===== src/rtl/ipool_pkg.sv =====
// ipool_pkg: shared types and constants of the int8 2-D pooling block
// no dependencies; imported by every module of the block
package ipool_pkg;

  // default sizes of the top-level parameters
  localparam int DEF_MAX_WIDTH  = 256;
  localparam int DEF_MAX_HEIGHT = 256;
  localparam int DEF_MAX_WINDOW = 3;

  // largest window the job words are sized for
  localparam int KMAX  = 3;
  localparam int NWIN  = KMAX * KMAX;
  // signed width of geometry arithmetic (rows, columns, window origins)
  localparam int GEO_W = 14;
  // depth of the job queue and of the result queue
  localparam int QUEUE_DEPTH = 4;
  // magnitude width of a window sum (9 * 128 fits)
  localparam int DIV_W = 11;

  // configuration register indexes
  typedef enum logic [2:0] {
    REG_POOL_MODE    = 3'd0,
    REG_WIN_SIDE     = 3'd1,
    REG_STEP_SIZE    = 3'd2,
    REG_PAD_AMOUNT   = 3'd3,
    REG_PLANE_HEIGHT = 3'd4,
    REG_PLANE_WIDTH  = 3'd5
  } cfg_reg_e;

  // configuration register file
  typedef struct packed {
    logic       pool_mode;
    logic [1:0] win_side;
    logic [1:0] step_size;
    logic       pad_amount;
    logic [8:0] plane_height;
    logic [8:0] plane_width;
  } cfg_t;

  // one window handed from front to back: pixels, in-bounds mask, position
  typedef struct packed {
    logic [NWIN-1:0][7:0] vals;
    logic [NWIN-1:0]      mask;
    logic [8:0]           out_row;
    logic [8:0]           out_col;
    logic                 last;
  } job_t;

  // one finished result word
  typedef struct packed {
    logic [7:0] pooled;
    logic [8:0] out_row;
    logic [8:0] out_col;
    logic       plane_done;
  } result_t;

endpackage


===== src/rtl/ipool_back.sv =====
// ipool_back: window reduction (max or sum and count) and serial divider
// depends on ipool_pkg; takes jobs from the job queue, fills the result queue
module ipool_back
  import ipool_pkg::*;
(
  input  logic    clk_i,
  input  logic    rst_ni,
  input  logic    pool_mode_i,
  input  job_t    job_i,
  input  logic    job_empty_i,
  output logic    job_pop_o,
  output result_t res_o,
  output logic    res_push_o,
  input  logic    res_full_i
);

  localparam int STEP_W = $clog2(DIV_W + 1);

  typedef enum logic [1:0] {
    B_IDLE,
    B_DIV,
    B_OUT
  } back_state_e;

  back_state_e          state_q;
  logic [DIV_W-1:0]     quo_q;
  logic [3:0]           rem_q, cnt_q;
  logic [STEP_W-1:0]    step_q;
  logic                 neg_q;
  result_t              res_q;

  logic signed [DIV_W:0] sum;
  logic signed [7:0]     mx;
  logic [3:0]            cnt;
  logic [DIV_W-1:0]      mag;
  logic [4:0]            trial;
  logic                  ge;
  logic [DIV_W-1:0]      quo_neg;

  // reduce the head job: sum, maximum and count of in-bounds pixels
  always_comb begin
    sum = '0;
    mx  = -8'sd128;
    for (int i = 0; i < NWIN; i++) begin
      sum = sum + (DIV_W + 1)'($signed(job_i.vals[i]));
      if (job_i.mask[i] && ($signed(job_i.vals[i]) > mx)) begin
        mx = $signed(job_i.vals[i]);
      end
    end
    cnt = 4'($countones(job_i.mask));
    mag = sum[DIV_W] ? DIV_W'(-sum) : sum[DIV_W-1:0];
  end

  // one restoring division step
  always_comb begin
    trial   = {rem_q, quo_q[DIV_W-1]};
    ge      = (trial >= {1'b0, cnt_q});
    quo_neg = -quo_q;
  end

  assign job_pop_o  = (state_q == B_IDLE) && !job_empty_i;
  assign res_push_o = (state_q == B_OUT) && !res_full_i;
  assign res_o      = res_q;

  // reduction, division and hand-off
  always_ff @(posedge clk_i or negedge rst_ni) begin
    if (!rst_ni) begin
      state_q <= B_IDLE;
      step_q  <= '0;
    end else begin
      unique case (state_q)
        B_IDLE: begin
          if (!job_empty_i) begin
            res_q.out_row    <= job_i.out_row;
            res_q.out_col    <= job_i.out_col;
            res_q.plane_done <= job_i.last;
            if (pool_mode_i) begin
              res_q.pooled <= mx;
              state_q      <= B_OUT;
            end else begin
              quo_q   <= mag;
              rem_q   <= '0;
              cnt_q   <= cnt;
              neg_q   <= sum[DIV_W];
              step_q  <= STEP_W'(DIV_W);
              state_q <= B_DIV;
            end
          end
        end
        B_DIV: begin
          if (step_q == '0) begin
            res_q.pooled <= neg_q ? quo_neg[7:0] : quo_q[7:0];
            state_q      <= B_OUT;
          end else begin
            rem_q  <= ge ? 4'(trial - {1'b0, cnt_q}) : trial[3:0];
            quo_q  <= {quo_q[DIV_W-2:0], ge};
            step_q <= step_q - 1'b1;
          end
        end
        B_OUT: begin
          if (!res_full_i) begin
            state_q <= B_IDLE;
          end
        end
        default: state_q <= B_IDLE;
      endcase
    end
  end

endmodule


===== config.mk =====
export PLATFORM = sky130hd
export DESIGN_NAME = ipool_back
export DESIGN_NICKNAME = d
export VERILOG_FILES = /design/src/rtl/ipool_pkg.sv /design/src/rtl/ipool_back.sv
export SDC_FILE = /design/constraint.sdc
export NUM_CORES = 1
export LEC_CHECK = 0
export ABC_AREA = 1
export BUFFER_PORTS_ARGS = -buffer_cell sky130_fd_sc_hd__buf_2
export CORE_MARGIN = 8
export CORE_UTILIZATION = 58
export CTS_BUF_LIST = sky130_fd_sc_hd__clkbuf_4 sky130_fd_sc_hd__clkbuf_8 sky130_fd_sc_hd__clkbuf_16
export DETAILED_ROUTE_END_ITERATION = 12
export PLACE_DENSITY = 0.94
export SETUP_SLACK_MARGIN = 0.3
export SYNTH_ARGS = -nofsm -noshare
export SYNTH_HDL_FRONTEND = slang
export SYNTH_SLANG_ARGS = --single-unit
export TNS_END_PERCENT = 10

===== constraint.sdc =====
create_clock -name clk_i -period 2.6 [get_ports clk_i]
set_input_delay 0.65 -clock clk_i [delete_from_list [all_inputs] [get_ports clk_i]]
set_output_delay 0.65 -clock clk_i [all_outputs]
set_load 0.01 [all_outputs]

==> flow_summary.rst, run 1 <==
.. list-table::
   :header-rows: 1

   * - Metric
     - Value
   * - Most used flip-flop cell after synthesis
     - sky130_fd_sc_hd__edfxtp_1
   * - EDFF count, synth
     - 47
   * - Ports
     - 134
   * - Gp weighted congestion
     - 1.008
   * - Root buffer cell
     - sky130_fd_sc_hd__clkbuf_16
   * - Post-synthesis share of cell area spent on full adders, half adders and majority gates
     - 0.3109
   * - Simple-gate area share of the yosys netlist
     - 0.2664
   * - Compound-gate portion of the synthesized area
     - 0.1007
   * - Rows
     - 41
   * - Buffers added on ports
     - 133
   * - Area share of the largest cell type after synthesis
     - 0.1949
   * - Overall track demand over capacity in global routing
     - 0.8110
   * - Main combinational cell family by area after synthesis
     - adder cells
   * - Number of warnings printed during yosys synthesis
     - 0
   * - Largest buffer count on any clock path
     - 2
   * - Synth area leader
     - sky130_fd_sc_hd__edfxtp_1
   * - Seq cells post-synth
     - 53
   * - Cell count after synthesis
     - 884
   * - Post-placement cell count
     - 1424
   * - Residual overflow from global routing
     - 315
   * - Ranking of synthesized cells by area
     - sky130_fd_sc_hd__edfxtp_1 19%, sky130_fd_sc_hd__fa_1 18%, sky130_fd_sc_hd__ha_1 13%
   * - Total number of clock tree sinks
     - 53
   * - Area of the mapped netlist
     - 7243 um2
   * - Tool Error
     - [ERROR GRT-0232] Routing congestion too high. Check the congestion heatmap in the GUI.
   * - Initial standard-cell utilization of the core
     - 0.5835
   * - Stopped at
     - global routing
   * - Inserted Clock Buffers
     - 5
   * - Vertical extent of the die
     - 127.8 um
   * - Run status
     - aborted with a tool error
   * - Mean Syn Cell Area
     - 8.194 um2
   * - Mapped Nets
     - 1130
   * - Endpoint with the least setup slack after the last repair
     - res_o[25]$_DFFE_PP_/D
   * - Multiplexer area fraction after synthesis
     - 0
   * - Post-placement setup slack
     - -9899 ps
   * - Clock H-tree levels
     - 2
   * - Largest net degree at the start of global routing
     - 22
   * - Type of pin the worst path ends at
     - sequential cell input
   * - Number of different library cells in the post-synthesis netlist
     - 41
   * - Dpl hpwl
     - 23620 um
   * - Xor-xnor portion of the synthesized cell area
     - 0.02177
   * - Share of synthesized flip-flops with an asynchronous set or reset
     - 0.1132
   * - Die width
     - 127.8 um
   * - Register area share after synthesis
     - 0.2156
==> logic make-up after synthesis <==
family                   after synthesis
AND/OR/NAND/NOR                      388
buffers and inverters                157
adder cells (fa/ha/maj)              141
AO/OA/AOI/OAI                        127
flip-flops                            53
XOR/XNOR                              18
==> timing repair <==
item,in CTS
buffers inserted,9
pin swaps,38
resized for setup,90
hold buffers,0
setup endpoints to repair,23
gates cloned,6
==> cell usage after synthesis, types with 5 or more instances <==
cell / instances
sky130_fd_sc_hd__nand2_1: 173
sky130_fd_sc_hd__nand3_4: 7
sky130_fd_sc_hd__a21oi_1: 33
sky130_fd_sc_hd__o21ai_0: 62
sky130_fd_sc_hd__a31oi_1: 6
sky130_fd_sc_hd__dfrtp_1: 6
sky130_fd_sc_hd__edfxtp_1: 47
sky130_fd_sc_hd__o21bai_1: 6
sky130_fd_sc_hd__and2_1: 10
sky130_fd_sc_hd__nor3_1: 9
sky130_fd_sc_hd__nor2_2: 12
sky130_fd_sc_hd__nor2_1: 61
sky130_fd_sc_hd__nand3_1: 34
sky130_fd_sc_hd__nand3_2: 12
sky130_fd_sc_hd__clkinv_1: 5
sky130_fd_sc_hd__xor2_1: 15
sky130_fd_sc_hd__ha_1: 76
sky130_fd_sc_hd__inv_1: 143
sky130_fd_sc_hd__nand4_1: 34
sky130_fd_sc_hd__nand2_2: 26
sky130_fd_sc_hd__fa_1: 65
==> layer usage <==
layer,GRT usage,overflow
met4,0.8937,124
met2,0.9571,185
met3,0.7105,4
met5,0.3844,0
met1,0.7552,2
==> metrics by stage <==
step                  util  instance area, um2  TNS [ps]  hold WS, ps
global placement    0.8114               10070   -104790        464.6
CTS                 0.8610               10690   -102940        184.3
floorplan                -                7441    -97660        354.4
detailed placement  0.8114               10070   -118570        493.6
==> inputs of run 2 (changes only) <==
Settings changed: CORE_UTILIZATION 58 to 40, CTS_BUF_LIST sky130_fd_sc_hd__clkbuf_4 sky130_fd_sc_hd__clkbuf_8 sky130_fd_sc_hd__clkbuf_16 to unset, PLACE_DENSITY 0.94 to unset, PLACE_DENSITY_LB_ADDON set to 0.15, SETUP_SLACK_MARGIN 0.3 to unset.
==> flow_summary.rst, run 2 <==
.. list-table::
   :header-rows: 1

   * - Metric
     - Value
   * - Dpl hpwl
     - 19660 um (-17%)
   * - Share of cells above drive strength 1
     - 0.5000
   * - Post-route standard cell area excluding fillers
     - 11610 um2
   * - Largest net degree at the start of global routing
     - 22
   * - Clock network latency to the later pin of the worst-skew pair
     - 300 ps
   * - Clock period minus worst slack
     - 11710 ps
   * - Register area share after synthesis
     - 0.2156 (unchanged)
   * - Mapped Nets
     - 1130 (unchanged)
   * - Number of global-route vias before repair
     - 7537
   * - Gp weighted congestion
     - 0.9050 (-10%)
   * - Average wire per standard cell
     - 15.54 um
   * - Ports
     - 134 (unchanged)
   * - Layout Skew
     - 4.922 ps
   * - Residual antenna-violating net count after detailed routing
     - 0
   * - Net count reported at finish
     - 1573
   * - Worst-Margin Slew
     - 633.4 ps
   * - Hold Worst Slack
     - 173.3 ps
   * - Antenna violations before repair
     - 1
   * - Clock H-tree levels
     - 2 (unchanged)
   * - Most frequent cells in the layout
     - 298 x sky130_fd_sc_hd__buf_4, 134 x sky130_fd_sc_hd__nand2_1, 133 x sky130_fd_sc_hd__inv_1
   * - Area overhead of the layout relative to synthesis
     - 60.32%
   * - Inserted Clock Buffers
     - 5 (unchanged)
   * - Overall track demand over capacity in global routing
     - 0.2070
   * - Clock-pin slew reported for the worst setup and hold paths after clock tree synthesis
     - 70 ps
   * - Core Footprint
     - 17840 um2
   * - Root buffer cell
     - sky130_fd_sc_hd__clkbuf_16
   * - First drt pass iteration count
     - 6
   * - Seq cells post-synth
     - 53 (unchanged)
   * - Setup repair after global routing missed its margin
     - yes
   * - Power density normalized to cell area
     - 1358 nW/um2
   * - Wire length of the first global-routing pass
     - 37530 um
   * - Data arrival time of the critical path
     - 11880 ps
   * - Worst stage delay on the critical path
     - 310 ps
   * - Initial DRC count
     - 334
   * - Area of the mapped netlist
     - 7243 um2 (unchanged)
   * - Detailed Route WL
     - 24210 um
   * - Type of the worst setup path
     - in2reg
   * - Largest buffer count on any clock path
     - 2 (unchanged)
   * - Post-placement cell count
     - 1494 (+4.9%)
   * - Die width
     - 150.6 um (+18%)
   * - Top cells by count, synth
     - 173 x sky130_fd_sc_hd__nand2_1, 143 x sky130_fd_sc_hd__inv_1, 76 x sky130_fd_sc_hd__ha_1, 65 x sky130_fd_sc_hd__fa_1, 62 x sky130_fd_sc_hd__o21ai_0
   * - Buffers added on ports
     - 133 (unchanged)
   * - Total Power Consumption
     - 15.77 mW
   * - Part of the cycle the worst path needs
     - 4.504
   * - Number of design rule violations left after detail routing
     - 0
   * - Crit. End Element
     - flop
   * - CTS tree
     - done
   * - Total cell area at the placement stage
     - 10250 um2 (+1.8%)
   * - Critical path launch point type
     - input pin
   * - Hold Violations, Final
     - 0
   * - Cell seen most often among critical-path stages
     - sky130_fd_sc_hd__buf_4
   * - Number of setup violations in the final report
     - 23
   * - Final standard cell count with taps included and fillers excluded
     - 1558
   * - Mean Syn Cell Area
     - 8.194 um2 (unchanged)
   * - Most used flip-flop cell after synthesis
     - sky130_fd_sc_hd__edfxtp_1
   * - Residual overflow from global routing
     - 0
   * - Most frequent cell after synthesis
     - sky130_fd_sc_hd__nand2_1
   * - Static Leak
     - 5.873 nW
   * - Via-to-Cell Ratio
     - 4.855
   * - Ranking of synthesized cells by area
     - sky130_fd_sc_hd__edfxtp_1 19%, sky130_fd_sc_hd__fa_1 18%, sky130_fd_sc_hd__ha_1 13%
   * - Vertical extent of the die
     - 150.6 um (+18%)
   * - Total number of clock tree sinks
     - 53 (unchanged)
   * - Max reg flops
     - 27
   * - Violations in the final reports
     - negative setup slack
   * - Cell with the biggest individual delay on the critical path
     - sky130_fd_sc_hd__ha_1
   * - EDFF count, synth
     - 47 (unchanged)
   * - Area share of the largest cell type after synthesis
     - 0.1949 (unchanged)
   * - Most common library cell in the layout ignoring fill and taps
     - sky130_fd_sc_hd__buf_4
   * - Max-cap violations
     - 0
   * - Cell count after synthesis
     - 884 (unchanged)
   * - Run status
     - finished with violations
   * - Post-placement setup slack
     - -9345 ps (+553.7 ps)
   * - Initial standard-cell utilization of the core
     - 0.4060 (-0.1775)
   * - Die area
     - 22670 um2
   * - Final TNS setup
     - -101310 ps
   * - Maximum fanout encountered on the critical timing path
     - 7
   * - Share of synthesized flip-flops with an asynchronous set or reset
     - 0.1132 (unchanged)
   * - Maximum vdd ir drop
     - 1.385 mV
   * - Rows
     - 49 (+20%)
   * - Vias after detailed routing
     - 7564
   * - Worst hold-check path type
     - in2async
   * - Final setup margin
     - -9110 ps
   * - Util after Layout
     - 0.6509
   * - Required time of the critical path
     - 2770 ps
   * - Synth area leader
     - sky130_fd_sc_hd__edfxtp_1
   * - Maximum clock frequency
     - 85.40 MHz
   * - Number of different library cells in the post-synthesis netlist
     - 41 (unchanged)
   * - Max Slew Vio Count
     - 0
   * - Number of warnings printed during yosys synthesis
     - 0 (unchanged)
   * - Worst max-slew margin expressed relative to the limit
     - 0.5762
## run 2: cell counts after synthesis
Identical to the previous run, type by type.
## run 2: cell families after synthesis
logic type | synth area share
simple gates | 0.2664
xor+xnor | 0.02177
compound gates | 0.1007
flops | 0.2156
fa+ha+maj | 0.3109
buf+inv | 0.08464
## run 2: worst paths after layout
path	cells after the start	to	startpoint	slack, ps
setup / recovery	85	res_o[20]	job_i[34]	-9110
hold / removal	1	state_q[1]	rst_ni	170
setup reg to reg	8	rem_q[2]	state_q[1]	540
hold reg to reg	2	step_q[3]	step_q[3]	500
max in group asynchronous	1	step_q[0]	rst_ni	2270
min in group clk_i	2	step_q[3]	step_q[3]	500
## run 2: routing by layer
metal,wire (um),GRT usage,vias up
met5,0,0,-
met4,446,0.04298,0
met3,1126,0.01653,24
met2,11920,0.3614,187
met1,10710,0.2741,3520
li1,-,-,3833
## run 2: critical path: cells and delay by family
kind / cells / cell delay, ps
buffers and inverters: 22 / 2450
and+or+nand+nor: 38 / 4100
AOI/OAI and AO/OA: 18 / 2850
adders and majority gates: 7 / 1760
## run 2: layout make-up
| cell class | count | area, um2 |
|---|---|---|
| multi-input cells | 680 | 6038 |
| well taps | 229 | 286.5 |
| clock inverters | 3 | 26.28 |
| clock buffers | 5 | 125.1 |
| diodes | 1 | 2.502 |
| fillers | 1501 | 6228 |
| repair buffers | 439 | 3009 |
| inverters | 148 | 563.0 |
| flip-flops and latches | 53 | 1562 |
## run 2: repair_timing
action | CTS | global route
gates resized for setup | 58 | 126
setup endpoints to repair | 23 | 23
hold buffers | 0 | 0
pin swaps | 40 | 85
gates cloned | 6 | 0
setup buffers | 27 | 23
## run 2: report_power, final
part	switching (mW)	total [mW]	internal [mW]	leakage, nW
registers	0.118	1.66	1.54	0.504
clock network	0.310	0.674	0.364	0.0744
logic	6.68	13.4	6.76	5.29
Note: power is estimated with default switching activity, not from simulation.
