$ cat src/rtl/ipool_pkg.sv
// ipool_pkg: shared types and constants of the int8 2-D pooling block
// no dependencies; imported by every module of the block
package ipool_pkg;

  // default sizes of the top-level parameters
  localparam int DEF_MAX_WIDTH  = 256;
  localparam int DEF_MAX_HEIGHT = 256;
  localparam int DEF_MAX_WINDOW = 3;

  // largest window the job words are sized for
  localparam int KMAX  = 3;
  localparam int NWIN  = KMAX * KMAX;
  // signed width of geometry arithmetic (rows, columns, window origins)
  localparam int GEO_W = 14;
  // depth of the job queue and of the result queue
  localparam int QUEUE_DEPTH = 4;
  // magnitude width of a window sum (9 * 128 fits)
  localparam int DIV_W = 11;

  // configuration register indexes
  typedef enum logic [2:0] {
    REG_POOL_MODE    = 3'd0,
    REG_WIN_SIDE     = 3'd1,
    REG_STEP_SIZE    = 3'd2,
    REG_PAD_AMOUNT   = 3'd3,
    REG_PLANE_HEIGHT = 3'd4,
    REG_PLANE_WIDTH  = 3'd5
  } cfg_reg_e;

  // configuration register file
  typedef struct packed {
    logic       pool_mode;
    logic [1:0] win_side;
    logic [1:0] step_size;
    logic       pad_amount;
    logic [8:0] plane_height;
    logic [8:0] plane_width;
  } cfg_t;

  // one window handed from front to back: pixels, in-bounds mask, position
  typedef struct packed {
    logic [NWIN-1:0][7:0] vals;
    logic [NWIN-1:0]      mask;
    logic [8:0]           out_row;
    logic [8:0]           out_col;
    logic                 last;
  } job_t;

  // one finished result word
  typedef struct packed {
    logic [7:0] pooled;
    logic [8:0] out_row;
    logic [8:0] out_col;
    logic       plane_done;
  } result_t;

endpackage

$ cat src/rtl/ipool_fifo.sv
// ipool_fifo: small register queue carrying words of any packed type
// depends on ipool_pkg (default depth)
module ipool_fifo
  import ipool_pkg::*;
#(
  parameter int  DEPTH = QUEUE_DEPTH,
  parameter type T     = logic [7:0]
) (
  input  logic clk_i,
  input  logic rst_ni,
  input  logic push_i,
  input  T     data_i,
  output logic full_o,
  input  logic pop_i,
  output T     data_o,
  output logic empty_o
);

  localparam int PW = (DEPTH > 1) ? $clog2(DEPTH) : 1;
  localparam int CW = $clog2(DEPTH + 1);

  T                mem_q [DEPTH];
  logic [PW-1:0]   wr_ptr_q, rd_ptr_q;
  logic [CW-1:0]   count_q;
  logic            do_push, do_pop;

  assign full_o  = (count_q == CW'(DEPTH));
  assign empty_o = (count_q == '0);
  assign do_push = push_i && !full_o;
  assign do_pop  = pop_i && !empty_o;
  assign data_o  = mem_q[rd_ptr_q];

  // pointers and fill count
  always_ff @(posedge clk_i or negedge rst_ni) begin
    if (!rst_ni) begin
      wr_ptr_q <= '0;
      rd_ptr_q <= '0;
      count_q  <= '0;
    end else begin
      if (do_push) begin
        wr_ptr_q <= (wr_ptr_q == PW'(DEPTH - 1)) ? '0 : wr_ptr_q + 1'b1;
      end
      if (do_pop) begin
        rd_ptr_q <= (rd_ptr_q == PW'(DEPTH - 1)) ? '0 : rd_ptr_q + 1'b1;
      end
      if (do_push && !do_pop) begin
        count_q <= count_q + 1'b1;
      end else if (do_pop && !do_push) begin
        count_q <= count_q - 1'b1;
      end
    end
  end

  // storage
  always_ff @(posedge clk_i) begin
    if (do_push) begin
      mem_q[wr_ptr_q] <= data_i;
    end
  end

  // the fill count never passes the depth
  a_count_bound: assert property (@(posedge clk_i) disable iff (!rst_ni)
    count_q <= CW'(DEPTH))
    else $error("queue count above depth");

  // a push alone grows the count by one
  a_push_grows: assert property (@(posedge clk_i) disable iff (!rst_ni)
    (do_push && !do_pop) |=> (count_q == $past(count_q) + 1'b1))
    else $error("queue count did not grow on push");

  // a pop alone shrinks the count by one
  a_pop_shrinks: assert property (@(posedge clk_i) disable iff (!rst_ni)
    (do_pop && !do_push) |=> (count_q == $past(count_q) - 1'b1))
    else $error("queue count did not shrink on pop");

endmodule

$ cat config.mk
export PLATFORM = sky130hd
export DESIGN_NAME = ipool_fifo
export DESIGN_NICKNAME = d
export VERILOG_FILES = /design/src/rtl/ipool_pkg.sv /design/src/rtl/ipool_fifo.sv
export SDC_FILE = /design/constraint.sdc
export NUM_CORES = 1
export LEC_CHECK = 0
export BUFFER_PORTS_ARGS = -buffer_cell sky130_fd_sc_hd__clkbuf_2
export CORE_MARGIN = 10
export CORE_UTILIZATION = 55
export DETAILED_ROUTE_END_ITERATION = 10
export PLACE_DENSITY_LB_ADDON = 0.3
export RECOVER_POWER = 25
export SYNTH_ARGS = -nofsm -noshare
export SYNTH_HDL_FRONTEND = slang
export SYNTH_SLANG_ARGS = --single-unit
$ cat constraint.sdc
create_clock -name clk_i -period 2 [get_ports clk_i]
set_input_delay 0.1 -clock clk_i [delete_from_list [all_inputs] [get_ports clk_i]]
set_output_delay 0.1 -clock clk_i [all_outputs]
set_load 0.01 [all_outputs]
Word level (Yosys, flattened, before mapping)
Memories as Yosys holds them, arrays and structs flattened.
Index checks and enable logic that the tools add are counted.
Widths: inputs -> output; s select.
- $add $sub $neg: 4
- multipliers: 0
- divide/modulo/power cells: 0
- $lt $le $gt $ge: 0
- equality and inequality tests: 3
- shift-type cells: 0
- muxes and demuxes: 6
- bitwise operators: 0
- reductions and logical operators: 10
- operators with widths (operator ; number):
    $mux 3 ; 2
    $add 2x1->2 const B ; 2
    $eq 2x2->1 const B ; 2
    $logic_and 1x1->1 ; 4
    $logic_not 1->1 ; 4
    $mux 2 ; 2
    $add 3x1->3 const B ; 1
    $eq 3x3->1 const B ; 1
    $logic_not 3->1 ; 1
    $sub 3x1->3 const B ; 1
    $mux 1 ; 2
    $reduce_bool 2->1 ; 1
- bits in registers: 7
- bits in latches: 0
- memory bits (writable): 32
- bits in read-only memories: 0
- input bits: 12
- output and inout bits: 10
- word-level logic and storage cells: 27
- memories: 1
- memories (memory ; words ; bits a word ; read ports ; clocked after Yosys merged registers in ; write ports ; line ; source):
    mem_q ; 4 ; 8 ; 1 ; 0 ; 1 ; ipool_fifo.sv:22 ; T mem_q [DEPTH];

Longest topological paths before layout
Gate-level depths: netlist of the first run.
- word-level depth: 7
- gate-level depth with buffers: 8
- mapped depth without buffers: 8

Least setup slack after synthesis of the first run
OpenSTA, ideal clock, no wires.
- kind: reg-to-reg
- start point: register count_q[0]
- end point: register count_q[2]
- library setup time: 0.079 ns
- arrival time: 1.998 ns
- required time: 1.921 ns
- slack: -0.077 ns
- cell stages (with the launch flop): 9
- buffers on the path: 0
- period minus slack after synthesis: 2.077 ns
- cell sequence: dfrtp_1 > nor3_1 > nand2b_4 > ha_1 > inv_1 > fa_1 > xor2_1 > nor2_1 > xor2_1
- word-level cells in the longest chain between the ends: 6
- elaborated cells between the ends (all ways): 15
- classes of those cells: add/sub: 2; eq/ne: 1; mux: 2; reduce/logical: 10
- ends and longest elaborated chain (what ; line ; source):
    start, declared ; ipool_fifo.sv:24 ; logic [CW-1:0] count_q;
    start signal, assigned ; ipool_fifo.sv:47 ; count_q <= count_q + 1'b1;
    start signal, assigned ; ipool_fifo.sv:49 ; count_q <= count_q - 1'b1;
    $logic_not 3->1 * ; ipool_fifo.sv:28 ; assign empty_o = (count_q == '0);
    via empty_o ; ipool_fifo.sv:16 ; output logic empty_o
    $logic_not 1->1 * ; ipool_fifo.sv:30 ; assign do_pop = pop_i && !empty_o;
    $logic_and 1x1->1 * ; ipool_fifo.sv:30 ;
    $logic_not 1->1 ; ipool_fifo.sv:46 ; if (do_push && !do_pop) begin
    $logic_and 1x1->1 ; ipool_fifo.sv:46 ;
    $mux 3 / $reduce_bool 2->1 (equally long branches) ; - ;
The timed path passes the listed nets; every way through them passes the cells marked *. The select of a mux whose other input is x is not followed.
A chain may end at the register's enable or synchronous reset.

Final worst setup path of the first run
- start point: register count_q[0]
- end point: register count_q[1]
- word-level cells in the longest chain between the ends: 6
- elaborated cells between the ends (all ways): 15
- classes of those cells: add/sub: 2; eq/ne: 1; mux: 2; reduce/logical: 10
- ends and longest elaborated chain (what ; line ; source):
    $eq 3x3->1 * ; ipool_fifo.sv:27 ; assign full_o = (count_q == CW'(DEPTH));
    $logic_not 1->1 * ; ipool_fifo.sv:29 ; assign do_push = push_i && !full_o;
    $logic_and 1x1->1 * ; ipool_fifo.sv:29 ;
    via do_push ; ipool_fifo.sv:25 ; logic do_push, do_pop;
    $logic_not 1->1 ; ipool_fifo.sv:48 ; end else if (do_pop && !do_push) begin
    $logic_and 1x1->1 ; ipool_fifo.sv:48 ;
    $reduce_bool 2->1 (no source line) ; - ;
Marked as above.

==> results of run 1 <==
## power by group through the flow
| stage | combinational, W | clock [W] | sequential, W |
|---|---|---|---|
| 2_1_floorplan | 0.000718 | 0 | 0.00121 |
| 3_3_place_gp | 0.000858 | 0 | 0.00131 |
| 3_5_place_dp | 0.000881 | 0 | 0.00133 |
| 4_1_cts | 0.000917 | 0.000391 | 0.00131 |
| 5_1_grt | 0.00109 | 0.000418 | 0.00133 |
| 6_report | 0.000993 | 0.000378 | 0.00130 |
## registers in the layout (all words and copies together), names as in the netlist
| name | count |
|---|---|
| count_q | 3 |
| mem_q | 32 |
| rd_ptr_q | 2 |
| wr_ptr_q | 2 |
## per-layer routing
metal	share of wire (%)	vias up	global-route usage [%]
li1	-	387	-
met1	40	417	12.1
met2	53	17	16.9
met3	5.7	2	4.65
met4	0.52	0	4.88
met5	0	-	0
## logic make-up (layout without fill, tap and decap cells)
family,Yosys count,count (layout)
flip-flops,39,39
multiplexers,13,13
adder cells (fa/ha/maj),7,7
buffers and inverters,5,49
XOR/XNOR,3,3
AND/OR/NAND/NOR,12,12
## how the worst max path moves through the flow
stage                     slack, ns  cells after the start                      to                     from
final                          0.06                      7  count_q[1]$_DFFE_PN0P_   count_q[0]$_DFFE_PN0P_
after global routing          -0.01                      7  count_q[1]$_DFFE_PN0P_   count_q[0]$_DFFE_PN0P_
after CTS                     0.005                      2               data_o[6]  rd_ptr_q[0]$_DFFE_PN0P_
after detailed placement      0.005                      8  count_q[2]$_DFFE_PN0P_   count_q[1]$_DFFE_PN0P_
after global placement         0.07                      8  count_q[2]$_DFFE_PN0P_   count_q[1]$_DFFE_PN0P_
after floorplan                0.04                      8  count_q[2]$_DFFE_PN0P_   count_q[1]$_DFFE_PN0P_
## placed cells by master (no fill, tap or decap), types with 2 or more instances in the layout
cell | Yosys | final
nor2_1 | 4 | 4
clkinv_2 | 0 | 3
dfrtp_1 | 7 | 4
dfrtp_2 | 0 | 3
and2_1 | 3 | 3
buf_4 | 0 | 8
xor2_1 | 2 | 2
edfxtp_1 | 32 | 32
mux4_2 | 8 | 8
mux2_4 | 4 | 4
clkbuf_2 | 0 | 15
ha_1 | 6 | 5
clkbuf_1 | 1 | 6
inv_1 | 3 | 3
dlygate4sd3_1 | 0 | 9
clkbuf_4 | 0 | 5
## worst max-delay path: stages, from the launching register on
cell and delay (ns):
dfrtp_2 0.45, buf_4 0.15, nor3b_4 0.26, nor2b_4 0.08, ha_4 0.17, inv_1 0.07
fa_1 0.40, mux2_2 0.26
## cell type report
cell class,instances,share of cell area [%]
inverters,3,0.572
repair buffers,38,12.6
flip-flops and latches,39,57.9
clock inverters,3,0.762
clock buffers,5,1.91
well taps,31,1.97
multi-input cells,35,24.3
## stage by stage
step | hold slack [ns] | instance area (µm²) | total power, W | TNS, ns
6_report | 0.191 | 1970 | 0.00267 | 0
3_5_place_dp | -0.0502 | 1760 | 0.00221 | 0
4_1_cts | 0.100 | 1910 | 0.00262 | 0
2_1_floorplan | -0.196 | 1620 | 0.00192 | 0
3_3_place_gp | -0.0530 | 1760 | 0.00217 | 0
5_1_grt | 0.178 | 1970 | 0.00284 | -0.0117
## what timing repair did
item,in CTS,in global routing
buffers inserted,1,7
pin swaps,0,4
resized for setup,2,3
hold buffers,9,0
hold endpoints to repair,39,0
setup endpoints to repair,1,10
==> metrics.md, run 1 <==
| Metric | Value |
|---|---|
| Worst reg-to-reg setup slack | `0.06 ns` |
| Routed vias | `823` |
| Fill cell count | `183` |
| CTS Buf Count | `5` |
| Antenna cells | `0` |
| Worst hold stages | `4` |
| Fin util | `70.8%` |
| Worst Tran Pin Value | `0.745 ns` |
| Area Growth Syn to Fin | `21.7%` |
| DIE AREA | `0.00551 mm²` |
| Ys Warns | `0` |
| Post-synth top area cell | `edfxtp_1` |
| Largest family of logic cells by synthesized area | `multiplexers` |
| Clock share of power | `14.2%` |
| DRC Markers | `0` |
| Cell variety after synth | `19` |
| Initial antenna violation count | `0` |
| Worst relative slew slack | `50.2%` |
| GRT Residual Overflow | `0` |
| Critical path peak fanout | `4` |
| Hold endpoint | `count_q[0]$_DFFE_PN0P_` |
| Synth area leaders | `edfxtp_1 (59%), mux4_2 (11%), dfrtp_1 (11%)` |
| Register cell area after layout | `0.00114 mm²` |
| Top FF cell, synth | `edfxtp_1` |
| Worst r2r src | `count_q[0]$_DFFE_PN0P_` |
| Pwr Density | `1350 mW/mm²` |
| Drt first-iter violations | `62` |
| Post-Syn Instances | `79` |
| WP data arrival | `2.17 ns` |
| Fraction of layout cells with a size suffix above 1 | `42.3%` |
| Post-layout min period | `1.94 ns` |
| Post-synthesis mux area share | `15.5%` |
| Synth top area share | `59.4%` |
| Outcome | `finished, final reports clean` |
| Post-synthesis compound-gate area fraction | `0%` |
| Crit Path Category | `register to register` |
| Die Wd | `74.2 µm` |
| Hold_sp | `pop_i` |
| Worst Hold Class | `input port to register` |
| DR vias/cell | `5.34` |
| Sequential-to-total area share from yosys stat | `70.2%` |
| Crit start category | `register` |
| Post-synthesis xor/xnor area fraction | `1.62%` |
| Final WL | `2710 µm` |
| Vert. Die Dim | `74.2 µm` |
| Reg power frac | `48.6%` |
| Placed insts | `129` |
| Syn avg cell area | `20.5 µm²` |
| Area of the multi-input gates | `479 µm²` |
| CTS sink count | `39` |
| Post-DP HPWL | `1840 µm` |
| Most frequent cell after synthesis | `edfxtp_1` |
| Row count | `19` |
| Post-synth EDFFs | `32` |
| MaxCap Viol Count | `0` |
| RR Endpoint | `count_q[1]$_DFFE_PN0P_` |
| Mapped Nets | `98` |
| First-pass GRT wire length | `4270 µm` |
| Clock insertion delay at the later pin of the skew report | `0.34 ns` |
| Fin cells | `154` |
| Setup ws final | `0.0565 ns` |
| Dpl ws | `0.00470 ns` |
| Initial Util | `58.2%` |
| Input/output buffers | `21` |
| Switching share of power | `31.9%` |
| Pre-antenna DRT Iters | `3` |
| CORE AREA | `0.00278 mm²` |
| Fmax | `515 MHz` |
| Clk pin slew, worst setup/hold paths | `0.11 ns` |
| Endpoints failing setup | `0` |
| Max-slew violation count | `0` |
| Top post-synthesis cells by count | `edfxtp_1 (32), mux4_2 (8), dfrtp_1 (7)` |
| Sw power | `0.000849 W` |
| P_leak | `0.760 nW` |
| H-tree levels | `2` |
| RePlAce Congestion | `0.683` |
| Synthesized area | `0.00162 mm²` |
| Simple-gate share of the synthesized area | `5.49%` |
| Gr usage total | `10.6%` |
| Req. time, crit path | `2.23 ns` |
| Vias in the first global route | `834` |
| R2R cell count | `7` |
| Layout net count | `141` |
| Fin Clk Skew | `0.00601 ns` |
| Int Pwr | `0.00182 W` |
| Comb power frac | `37.3%` |
| Post-synthesis register bit count | `39` |
| Clock root buffer | `clkbuf_4` |
| Largest net degree at the start of global routing | `13` |
| Post-Synth Adder-Cell Area | `5.88%` |
| Routed Antenna Nets | `0` |
| Critical Path Sink Type | `register` |
| Async S/R FF share, synth | `17.9%` |
| CTS max path bufs | `2` |
| WL/cell | `17.6 µm` |
| CTS tree | `built` |
| Final Hold Fails | `0` |
| Worst VDD drop | `0.00123 V` |
| Post-route clock period utilization | `97.2%` |
| Io pins | `22` |
No activity file was read; power rests on OpenSTA's default activity.
==> run 2, diff against run 1 <==
- clock period: 2 -> 2.3 ns (I/O delays scaled with it)
==> metrics.md, run 2 (synthesis results as in run 1) <==
| Metric | Value |
|---|---|
| Outcome | `finished, final reports clean` |
| Post-layout min period | `2.07 ns (+0.124 ns)` |
| Cts repair resizes | `0 (-2)` |
| Crit start category | `register` |
| Clk pin slew, worst setup/hold paths | `0.10 ns (about the same)` |
| CTS sink count | `39 (unchanged)` |
| RSZ-0062 raised after global routing | `no` |
| WL/cell | `17.8 µm (+1.4%)` |
| RR Endpoint | `count_q[2]$_DFFE_PN0P_` |
| Worst relative slew slack | `59.0% (+8.9 points)` |
| Layout net count | `134 (-5.0%)` |
| Area Growth Syn to Fin | `17.0%` |
| Endpoints failing setup | `0 (unchanged)` |
| Initial antenna violation count | `0 (unchanged)` |
| DRC Markers | `0 (unchanged)` |
| Max-slew violation count | `0 (unchanged)` |
| WHS | `0.149 ns (-0.0414 ns)` |
| CORE AREA | `0.00278 mm² (unchanged)` |
| Critical path peak fanout | `4 (unchanged)` |
| R2R cell count | `8 (+1)` |
| Gr usage total | `10.8% (+0.16 points)` |
| Die Wd | `74.2 µm (unchanged)` |
| Worst VDD drop | `0.000896 V (-27%)` |
| Largest net degree at the start of global routing | `12 (-1)` |
| Row count | `19 (unchanged)` |
| Input/output buffers | `21 (unchanged)` |
| Io pins | `22 (unchanged)` |
| Vias in the first global route | `892 (+7.0%)` |
| Register cell area after layout | `0.00114 mm² (-0.33%)` |
| Antenna cells | `0 (unchanged)` |
| Post-layout total power | `0.00222 W (-17%)` |
| First-pass GRT wire length | `4400 µm (+2.9%)` |
| Initial Util | `58.2% (unchanged)` |
| Crit Path Category | `register to register` |
| DIE AREA | `0.00551 mm² (unchanged)` |
| MaxCap Viol Count | `0 (unchanged)` |
| Biggest regs | `mem_q x32, count_q x3` |
| Final Hold Fails | `0 (unchanged)` |
| Pwr Density | `1170 mW/mm² (-13%)` |
| WP data arrival | `2.33 ns (+0.16 ns)` |
| CTS max path bufs | `2 (unchanged)` |
| Worst r2r src | `count_q[0]$_DFFE_PN0P_` |
| Clock root buffer | `clkbuf_4` |
| Routed vias | `809 (-1.7%)` |
| CTS Buf Count | `5 (unchanged)` |
| Hold_sp | `pop_i` |
| Worst reg-to-reg setup slack | `0.23 ns (+0.18 ns)` |
| Worst Tran Pin Value | `0.615 ns (-0.130 ns)` |
| Req. time, crit path | `2.56 ns (+0.33 ns)` |
| P_leak | `0.723 nW (-4.9%)` |
| GRT Residual Overflow | `0 (unchanged)` |
| CTS Hold Bufs | `6 (-3)` |
| Final WL | `2620 µm (-3.3%)` |
| Post-DP HPWL | `1870 µm (+1.7%)` |
| Max FFs per register | `32 (unchanged)` |
| Pre-antenna DRT Iters | `4 (+1)` |
| Fill cell count | `201 (+9.8%)` |
| Area of the multi-input gates | `462 µm² (-3.7%)` |
| Post-route clock period utilization | `89.9% (-7.3 points)` |
| CTS tree | `built` |
| Critical Path Sink Type | `register` |
| Fmax | `484 MHz (-6.0%)` |
| DR vias/cell | `5.50 (+3.0%)` |
| Largest register by flop count | `mem_q` |
| Clock insertion delay at the later pin of the skew report | `0.33 ns (about the same)` |
| Routed Antenna Nets | `0 (unchanged)` |
| Leading cell type in the layout, fill and taps excluded | `edfxtp_1` |
| Worst hold stages | `3 (-1)` |
| RePlAce Congestion | `0.685 (+0.29%)` |
| # Post-CTS Setup Buffers | `0 (-1)` |
| Hold endpoint | `rd_ptr_q[0]$_DFFE_PN0P_` |
| Fin Clk Skew | `0.00913 ns (+0.00311 ns)` |
| H-tree levels | `2 (unchanged)` |
| Drt first-iter violations | `74 (+19%)` |
| Worst Hold Class | `input port to register` |
| Vert. Die Dim | `74.2 µm (unchanged)` |
| Setup TNS Final | `0 ns (unchanged)` |
| Most frequent cells in the layout | `edfxtp_1 (32), clkbuf_2 (15), dlygate4sd3_1 (9), mux4_2 (8), clkbuf_1 (8)` |
| Fraction of layout cells with a size suffix above 1 | `32.8% (-9.5 points)` |
==> run 2: final cells by class <==
| class | instances | share of cell area [%] |
|---|---|---|
| Timing Repair Buffer | 31 | 10.3 |
| Clock buffer | 7 | 2.38 |
| Sequential cell | 39 | 60.0 |
| Tap cell | 31 | 2.05 |
| Clock inverter | 1 | 0.264 |
| Inverter | 3 | 0.595 |
| Multi-Input combinational cell | 35 | 24.4 |
==> run 2: how the worst max path moves through the flow <==
stage | from | end | cells past startpoint
4_1_cts | count_q[0]$_DFFE_PN0P_ | count_q[2]$_DFFE_PN0P_ | 8
3_5_place_dp | count_q[0]$_DFFE_PN0P_ | count_q[2]$_DFFE_PN0P_ | 8
5_1_grt | count_q[0]$_DFFE_PN0P_ | count_q[2]$_DFFE_PN0P_ | 8
6_report | count_q[0]$_DFFE_PN0P_ | count_q[2]$_DFFE_PN0P_ | 8
3_3_place_gp | count_q[1]$_DFFE_PN0P_ | count_q[2]$_DFFE_PN0P_ | 8
2_1_floorplan | count_q[0]$_DFFE_PN0P_ | count_q[2]$_DFFE_PN0P_ | 8
==> run 2: power breakdown <==
part,switching [W],internal (W)
clock,0.000203,0.000119
sequential,0.000172,0.000955
combinational,0.000332,0.000438
==> run 2: per-stage QoR <==
step           util [%]  cells  cell area (µm²)  worst slack (ns)
6_report           68.1    147             1890             0.233
5_1_grt            68.1    147             1890            0.0340
3_5_place_dp       63.3    130             1760             0.219
4_1_cts            67.3    144             1870             0.205
3_3_place_gp       63.3    130             1760             0.364
2_1_floorplan         -     79             1620             0.223
==> run 2: critical path, cell delays in order (launching register included) <==
cell	delay [ns]
dfrtp_1	0.47
nor3_1	0.28
nand2b_4	0.21
ha_1	0.19
inv_1	0.06
fa_1	0.37
xor2_1	0.15
nor2_1	0.11
xor2_1	0.14
==> run 2: layer usage <==
metal | wire length, µm | GRT usage (%) | vias to the layer above
met5 | 0 | 0 | -
met4 | 34 | 3.66 | 0
li1 | - | - | 371
met1 | 1080 | 11.9 | 415
met3 | 156 | 4.39 | 5
met2 | 1340 | 18.5 | 18
